--- config.mk ---
export PLATFORM = sky130hd
export DESIGN_NAME = pixel_format_packer
export DESIGN_NICKNAME = d
export VERILOG_FILES = /design/src/rtl/pfp_pkg.sv /design/src/rtl/pixel_format_packer.sv /design/src/rtl/pfp_state_ram.sv
export VERILOG_INCLUDE_DIRS = /design/src /design/src/rtl
export SDC_FILE = /design/constraint.sdc
export NUM_CORES = 1
export LEC_CHECK = 0
export ABC_CLOCK_PERIOD_IN_PS = 8700
export BUFFER_PORTS_ARGS = -buffer_cell sky130_fd_sc_hd__buf_2
export CAP_MARGIN = 25
export CORE_ASPECT_RATIO = 0.8
export CORE_UTILIZATION = 25
export CTS_CLUSTER_DIAMETER = 40
export DETAILED_ROUTE_END_ITERATION = 16
export GPL_TIMING_DRIVEN = 1
export HOLD_SLACK_MARGIN = 0.12
export PLACE_DENSITY_LB_ADDON = 0.05
export SETUP_SLACK_MARGIN = 0.1
export SYNTH_ARGS = -nofsm -noshare
export SYNTH_HDL_FRONTEND = slang
export SYNTH_HIERARCHICAL = 1
export SYNTH_SLANG_ARGS = --single-unit
--- constraint.sdc ---
create_clock -name clk -period 8.7 [get_ports clk]
set_clock_uncertainty 0.1 [all_clocks]
set_input_delay 1.305 -clock clk [delete_from_list [all_inputs] [get_ports clk]]
set_output_delay 1.305 -clock clk [all_outputs]
set_load 0.01 [all_outputs]
--- src/rtl/pixel_format_packer_macros.svh ---
// Assertion macros shared by the pixel format packer RTL.
// Depends on nothing; files that assert include it by bare name.
`ifndef PIXEL_FORMAT_PACKER_MACROS_SVH
`define PIXEL_FORMAT_PACKER_MACROS_SVH

// Same-cycle implication, checked on clk, quiet while arst_n is low.
`define PFP_ASSERT_NOW(lbl, ante, cons, msg) \
	lbl: assert property (@(posedge clk) disable iff (!arst_n) (ante) |-> (cons)) \
		else $error(msg);

// Next-cycle implication, checked on clk, quiet while arst_n is low.
`define PFP_ASSERT_NEXT(lbl, ante, cons, msg) \
	lbl: assert property (@(posedge clk) disable iff (!arst_n) (ante) |=> (cons)) \
		else $error(msg);

`endif

--- src/rtl/pfp_pkg.sv ---
// Types, codes and the channel conversion function of the pixel format packer.
// No dependencies.
package pfp_pkg;

	localparam int PIXEL_W = 32;
	localparam int CFG_W   = 5;
	localparam int ADDR_W  = 3;

	localparam logic [ADDR_W-1:0] REG_CONVERT_ENABLE  = 3'd0;
	localparam logic [ADDR_W-1:0] REG_BYTES_PER_PIXEL = 3'd1;
	localparam logic [ADDR_W-1:0] REG_RED_BITS        = 3'd2;
	localparam logic [ADDR_W-1:0] REG_RED_POS         = 3'd3;
	localparam logic [ADDR_W-1:0] REG_GREEN_BITS      = 3'd4;
	localparam logic [ADDR_W-1:0] REG_GREEN_POS       = 3'd5;
	localparam logic [ADDR_W-1:0] REG_BLUE_BITS       = 3'd6;
	localparam logic [ADDR_W-1:0] REG_BLUE_POS        = 3'd7;

	typedef enum logic [1:0] {
		MODE_COPY,
		MODE_PACK24,
		MODE_PACK16
	} mode_t;

	// One entry of the packing state memory.
	typedef struct packed {
		logic [1:0]         phase;
		logic [PIXEL_W-1:0] carry;
	} state_t;

	// Access request to the state memory.
	typedef struct packed {
		logic rd;
		logic wr;
		logic clr;
	} ram_req_t;

	// ((c << bits) >> 8) << pos, taken to 32 bits.
	function automatic logic [PIXEL_W-1:0] chan_term(
		input logic [7:0] c,
		input logic [3:0] bits,
		input logic [4:0] pos
	);
		logic [22:0] sh;
		logic [14:0] v;
		sh = {15'b0, c} << bits;
		v  = sh[22:8];
		return {17'b0, v} << pos;
	endfunction

endpackage

--- src/rtl/pixel_format_packer.sv ---
// Pixel format packer top level: xRGB pixels in, packed frame-buffer words out.
// Depends on pfp_pkg, pfp_state_ram and pixel_format_packer_macros.svh.
//
// Accepts one 32-bit xRGB pixel per clock while out_ready keeps up, and emits
// words for a little-endian frame buffer: one word per pixel in 4-byte mode,
// three words per four pixels in 3-byte mode, one word per pixel pair in
// 2-byte mode. A word passes through stage 1 and the output register after
// the pixel that completes it is accepted; pixels that only start a word
// produce nothing. The rate is set by the read-modify-write of the packing
// state (phase and carried bits), which lives in a one-entry memory with a
// registered read: the read is issued when a pixel is accepted, the update
// is written when the pixel leaves the compute stage, and a write landing on
// the same edge as the next read is forwarded around the memory. The output
// register lets the next pixel enter while a finished word still waits for
// out_ready. Any configuration write drops a partly filled group; write
// configuration only while no pixel is in flight.
module pixel_format_packer
	import pfp_pkg::*;
(
	input  logic               clk,
	input  logic               arst_n,
	input  logic               cfg_wr_en,
	input  logic [ADDR_W-1:0]  cfg_addr,
	input  logic [CFG_W-1:0]   cfg_wdata,
	input  logic               in_valid,
	output logic               in_ready,
	input  logic [PIXEL_W-1:0] source_pixel,
	output logic               out_valid,
	input  logic               out_ready,
	output logic [PIXEL_W-1:0] out_word
);

`include "pixel_format_packer_macros.svh"

	// ---------------- configuration registers ----------------
	logic       convert_enable_q;
	logic [2:0] bytes_per_pixel_q;
	logic [3:0] red_bits_q, green_bits_q, blue_bits_q;
	logic [4:0] red_pos_q, green_pos_q, blue_pos_q;

	always_ff @(posedge clk or negedge arst_n) begin
		if (!arst_n) begin
			convert_enable_q  <= 1'b0;
			bytes_per_pixel_q <= 3'd4;
			red_bits_q        <= 4'd8;
			red_pos_q         <= 5'd16;
			green_bits_q      <= 4'd8;
			green_pos_q       <= 5'd8;
			blue_bits_q       <= 4'd8;
			blue_pos_q        <= 5'd0;
		end else if (cfg_wr_en) begin
			case (cfg_addr)
				REG_CONVERT_ENABLE:  convert_enable_q  <= cfg_wdata[0];
				REG_BYTES_PER_PIXEL: bytes_per_pixel_q <= cfg_wdata[2:0];
				REG_RED_BITS:        red_bits_q        <= cfg_wdata[3:0];
				REG_RED_POS:         red_pos_q         <= cfg_wdata[4:0];
				REG_GREEN_BITS:      green_bits_q      <= cfg_wdata[3:0];
				REG_GREEN_POS:       green_pos_q       <= cfg_wdata[4:0];
				REG_BLUE_BITS:       blue_bits_q       <= cfg_wdata[3:0];
				REG_BLUE_POS:        blue_pos_q        <= cfg_wdata[4:0];
				default: ;
			endcase
		end
	end

	// Output mode follows the register pair; raw mode never packs to 16 bits.
	mode_t mode;
	always_comb begin
		if (!convert_enable_q) begin
			mode = (bytes_per_pixel_q > 3'd3) ? MODE_COPY : MODE_PACK24;
		end else if (bytes_per_pixel_q == 3'd4) begin
			mode = MODE_COPY;
		end else if (bytes_per_pixel_q == 3'd3) begin
			mode = MODE_PACK24;
		end else begin
			mode = MODE_PACK16;
		end
	end

	// ---------------- handshake and stage 1 ----------------
	logic               in_accept;
	logic               s1_fire;
	logic               s1_valid_q;
	logic [PIXEL_W-1:0] pixel_s1;
	logic               fwd_sel_s1;
	state_t             fwd_state_s1;
	logic               out_valid_q;
	logic [PIXEL_W-1:0] out_word_q;

	ram_req_t ram_req;
	state_t   ram_rd_state;
	state_t   state_s1;
	state_t   next_state_s1;
	logic     state_wr_s1;
	logic     emit_s1;
	logic [PIXEL_W-1:0] word_s1;

	assign in_ready  = !s1_valid_q || s1_fire;
	assign in_accept = in_valid && in_ready;
	// Advance stage 1 when it makes no word, or the output slot is free or draining.
	assign s1_fire   = s1_valid_q && (!emit_s1 || !out_valid_q || out_ready);

	assign ram_req.rd  = in_accept;
	assign ram_req.wr  = s1_fire && state_wr_s1;
	assign ram_req.clr = cfg_wr_en;

	pfp_state_ram u_state_ram (
		.clk     (clk),
		.arst_n  (arst_n),
		.req     (ram_req),
		.wr_data (next_state_s1),
		.rd_data (ram_rd_state)
	);

	always_ff @(posedge clk or negedge arst_n) begin
		if (!arst_n) begin
			s1_valid_q <= 1'b0;
		end else if (in_accept) begin
			s1_valid_q <= 1'b1;
		end else if (s1_fire) begin
			s1_valid_q <= 1'b0;
		end
	end

	// Capture the pixel; when the leaving pixel writes state on the same edge,
	// the memory read sees the old entry, so hold the new value for forwarding.
	always_ff @(posedge clk) begin
		if (in_accept) begin
			pixel_s1     <= source_pixel;
			fwd_sel_s1   <= ram_req.wr;
			fwd_state_s1 <= next_state_s1;
		end
	end

	assign state_s1 = fwd_sel_s1 ? fwd_state_s1 : ram_rd_state;

	// Channel conversion: blue 7-0, green 15-8, red 23-16.
	logic [PIXEL_W-1:0] conv_s1;
	logic [PIXEL_W-1:0] px_s1;
	assign conv_s1 = chan_term(pixel_s1[7:0],   blue_bits_q,  blue_pos_q)
	               | chan_term(pixel_s1[15:8],  green_bits_q, green_pos_q)
	               | chan_term(pixel_s1[23:16], red_bits_q,   red_pos_q);

	always_comb begin
		if (mode == MODE_PACK16) begin
			px_s1 = {16'b0, conv_s1[15:0]};
		end else if (convert_enable_q) begin
			px_s1 = conv_s1;
		end else begin
			px_s1 = pixel_s1;
		end
	end

	// Packing: merge the pixel with the carried bits and update the state.
	always_comb begin
		emit_s1       = 1'b1;
		word_s1       = px_s1;
		state_wr_s1   = 1'b0;
		next_state_s1 = state_s1;
		case (mode)
			MODE_COPY: begin
				emit_s1 = 1'b1;
			end
			MODE_PACK24: begin
				state_wr_s1 = 1'b1;
				case (state_s1.phase)
					2'd0: begin
						emit_s1             = 1'b0;
						next_state_s1.carry = px_s1;
						next_state_s1.phase = 2'd1;
					end
					2'd1: begin
						word_s1             = state_s1.carry | (px_s1 << 24);
						next_state_s1.carry = px_s1 >> 8;
						next_state_s1.phase = 2'd2;
					end
					2'd2: begin
						word_s1             = state_s1.carry | (px_s1 << 16);
						next_state_s1.carry = px_s1 >> 16;
						next_state_s1.phase = 2'd3;
					end
					default: begin
						word_s1             = state_s1.carry | (px_s1 << 8);
						next_state_s1.carry = '0;
						next_state_s1.phase = 2'd0;
					end
				endcase
			end
			MODE_PACK16: begin
				state_wr_s1 = 1'b1;
				if (!state_s1.phase[0]) begin
					emit_s1             = 1'b0;
					next_state_s1.carry = px_s1;
					next_state_s1.phase = 2'd1;
				end else begin
					word_s1             = state_s1.carry | (px_s1 << 16);
					next_state_s1.carry = '0;
					next_state_s1.phase = 2'd0;
				end
			end
			default: begin
				emit_s1 = 1'b1;
			end
		endcase
	end

	// ---------------- output register ----------------
	always_ff @(posedge clk or negedge arst_n) begin
		if (!arst_n) begin
			out_valid_q <= 1'b0;
		end else if (s1_fire && emit_s1) begin
			out_valid_q <= 1'b1;
		end else if (out_ready) begin
			out_valid_q <= 1'b0;
		end
	end

	always_ff @(posedge clk) begin
		if (s1_fire && emit_s1) begin
			out_word_q <= word_s1;
		end
	end

	assign out_valid = out_valid_q;
	assign out_word  = out_word_q;

	// ---------------- assertions ----------------
	`PFP_ASSERT_NOW(a_no_overwrite, s1_fire && emit_s1, !out_valid_q || out_ready,
		"stage 1 overwrote a word still waiting at the output")
	`PFP_ASSERT_NOW(a_copy_no_state, s1_fire && mode == MODE_COPY, !ram_req.wr,
		"copy mode wrote packing state")
	`PFP_ASSERT_NEXT(a_fwd_taken, in_accept && ram_req.wr, fwd_sel_s1,
		"state write on the read edge was not forwarded")
	`PFP_ASSERT_NEXT(a_s1_hold, s1_valid_q && !s1_fire,
		s1_valid_q && $stable(pixel_s1) && $stable(fwd_sel_s1),
		"stalled stage 1 lost its pixel")

endmodule

--- src/rtl/pfp_state_ram.sv ---
// Single-entry synchronous state memory of the pixel format packer, registered read.
// Depends on pfp_pkg; an entry reads as zero until written after a clear.
module pfp_state_ram
	import pfp_pkg::*;
(
	input  logic     clk,
	input  logic     arst_n,
	input  ram_req_t req,
	input  state_t   wr_data,
	output state_t   rd_data
);

	state_t mem_q [1];
	state_t rd_data_q;
	logic   valid_q;

	always_ff @(posedge clk or negedge arst_n) begin
		if (!arst_n) begin
			valid_q <= 1'b0;
		end else if (req.clr) begin
			valid_q <= 1'b0;
		end else if (req.wr) begin
			valid_q <= 1'b1;
		end
	end

	always_ff @(posedge clk) begin
		if (req.wr) begin
			mem_q[0] <= wr_data;
		end
		if (req.rd) begin
			rd_data_q <= valid_q ? mem_q[0] : '0;
		end
	end

	assign rd_data = rd_data_q;

endmodule

==> flow_summary.yaml <==
outcome:
  status: "finished clean"
clock_tree:
  post-cts-setup-buffers: 0
  clk_latency_ps: 580
  numCtsBuffers: 43
  cts.clk_slew.worst_paths_ps: 50
  cts_tree: "built"
  ctsHoldBuffers: 0
  cts_buffer_depth: 3
  clock-sinks: 201
  htree_levels: 2
  cts_resized: 0
  root_buffer: "clkbuf_16"
synthesis:
  ys_ff_latch: 201
  synth.area.top_cells: "edfxtp_1, dfrtp_1, mux2_2, nor2_1, mux2i_1"
  yosys.area_share.xor_xnor: 0
  synth_top_family_by_area: "compound AO/OA/AOI/OAI gates"
  synth_seq_area_share: 0.372
  ys_types: 96
  netlist.top_cell.by_area: "edfxtp_1"
  syn_nets: 1781
  synthTopCellsByCount: "edfxtp_1, nor2_1, nand2_1"
  synth_edf_count: 167
  synthSimpleGateAreaFrac: 0.205
  synthAdderAreaFrac: 0.00475
  ys.flop_type: "edfxtp_1"
  avgSynthCellArea_sq_um: 9.14
  yosysWarnings: 6
  synth_compound_area_frac: 0.271
  syn_inst: 1730
  syn_area_sq_um: 15800
  ys_async_sr_fraction: 0.169
  yosys-mux-area-fraction: 0.106
  yosys.area.top_type_share: 0.317
  synth_most_common_cell: "edfxtp_1"
drt:
  drc: 0
  wl_per_cell_microns: 30.7
  routed_via_density: 6.08
  num_vias: 16100
  wl_microns: 81000
  ant_nets: 0
  dr.pass1.iters: 6
  drt_iter0_markers: 1975
sta:
  rsz0062_at_grt: "no"
  fin_setup_tns_ps: 0
  slew_viol_final: 0
  max_clock_freq_ghz: 0.176
  setup_violations: 0
  fin_crit_sh: 0.655
  worst_pin_slew_ps: 1100
  relSlewSlack: 0.252
  layout_min_cycle_time_ps: 5700
  final_hold_viol_count: 0
worst_setup_path:
  critPathSlowestCell: "ha_1"
  cp_max_fo: 35
  reg2reg_from: "red_bits_q[0]"
  cp.arrival_ps: 4290
  crit_chain: "buf_4 -> mux2i_1 -> ha_1 -> inv_1 -> nand2_1 -> nand3_1 -> nand2_1 -> nor2_1 -> inv_1 -> buf_2"
  crit_required_ps: 7300
  cp.buffers_inverters: 4
  rrSetupSlack_ps: 3240
  path_class: "register to primary output"
  r2r_end: "u_state_ram/mem_q[0][13]"
  start_kind: "register"
  cpLargestDelayFamily: "buffers and inverters"
  crit_path_end_kind: "primary output"
  critPathMaxStageDelay_ps: 960
  r2r_cells: 9
power_and_ir_drop:
  cellLeakagePower_uw: 0.00637
  powerDensity_nw_per_um2: 370
  finalPower_uw: 6860
  irDropWorstVdd_mv: 0.180
layout:
  final_nets: 1814
  final_util: 0.296
  area_growth_pct: 17.4
  drive_gt1_frac: 0.202
  finalNonFillerCells: 2638
  nFillCells: 6714
  n_antenna_cell: 0
floorplanning:
  start_util: 0.253
  core_sq_um: 62600
  die_h_microns: 227
  die_w_microns: 283
  ios: 79
  rows: 82
  die_area_sq_um: 64200
min_path:
  hold_path_end: "u_state_ram/valid_q"
  min-delay-start: "u_state_ram/valid_q"
  min_path_type: "register to register"
  hold_depth: 1
placement:
  io_buffers: 78
  globalplace.congestion: 0.987
  dp_hpwl_microns: 60100
  place_inst: 2557
global_route:
  grt_pass1_wl_microns: 115000
  grt_usage: 0.247
  antenna_found_initial: 3
  grt_overflow: 0
  first_global_vias: 15100
  grt_max_degree: 88
flow_run:
  cap_viol_max_count: 0
[sequential cells by signal (all words and copies together) (netlist names), 3 cells and up]
signal and cells:
blue_bits_q 4, blue_pos_q 5, bytes_per_pixel_q 3, fwd_state_s1 34, green_bits_q 4, green_pos_q 5, out_word 32, pixel_s1 32
red_bits_q 4, red_pos_q 5, u_state_ram/mem_q 34, u_state_ram/rd_data 34
[layer usage]
layer	part of all wire	up-vias	GRT usage
met5	0.00015	-	0
met1	0.50	8133	0.386
met2	0.39	856	0.331
li1	-	6956	-
met4	0.025	2	0.0635
met3	0.087	105	0.0533
[metrics by stage]
| stage | cell area, sq um | setup slack, ps | hold slack [ps] |
|---|---|---|---|
| 4_1_cts | 18500 | 3040 | 392 |
| 2_1_floorplan | 15800 | 665 | 370 |
| 5_1_grt | 18600 | 2830 | 429 |
| 6_report | 18600 | 3000 | 390 |
| 3_5_place_dp | 17000 | 3390 | 380 |
| 3_3_place_gp | 17000 | 3400 | 376 |
[worst reg2reg max path: stages (launching register included)]
cell and delay [ps]:
dfrtp_1 920, mux2i_1 760, o22ai_1 280, or2_2 360, mux4_2 550, a2111oi_2 670, nor4_1 160, o31ai_1 860
o22ai_1 210, o31a_1 330
[cell families (layout without fill, tap and decap cells)]
logic type | Yosys count | after routing
fa+ha+maj | 6 | 6
simple gates | 640 | 640
compound gates | 584 | 584
mux | 135 | 135
buf+inv | 164 | 232
flops | 201 | 201
[cell type report]
cell class	instances	area [sq um]	area share
timing repair buffer	116	696	0.0375
multi-input combinational	1365	9300	0.501
clock buffer	49	1100	0.0592
tap	840	1050	0.0566
inverter	36	135	0.00728
sequential	201	5870	0.317
clock inverter	31	397	0.0214
[how the worst max path moves through the flow]
stage | start | endpoint | cells past startpoint
detailed placement | green_bits_q[0] | fwd_state_s1[6] | 11
finish | fwd_sel_s1 | in_ready | 10
global route | fwd_sel_s1 | in_ready | 10
floorplan | fwd_sel_s1 | fwd_sel_s1 | 13
global placement | fwd_sel_s1 | fwd_state_s1[8] | 14
CTS | fwd_sel_s1 | in_ready | 10
[layout by cell type (no fill, tap or decap), types with 28 or more instances in the layout]
cell type	Yosys	routed
a211oi_1	28	28
a21oi_1	90	90
and2_2	34	34
buf_2	10	80
buf_4	2	34
clkbuf_16	0	43
dfrtp_1	28	28
edfxtp_1	167	167
inv_1	28	28
mux2_2	60	60
mux2i_1	51	51
nand2_1	134	134
nand3_1	62	62
nor2_1	165	165
nor3_1	61	61
o21ai_0	82	82
o221ai_1	38	38
o22ai_1	60	60
[report_power, final]
part           switching [uW]  leakage (uW)  internal [uW]
Combinational            2430       0.00362           1030
Clock                     594      0.000710           1130
Sequential                210       0.00204           1460
(Power assumes the default switching activity.)
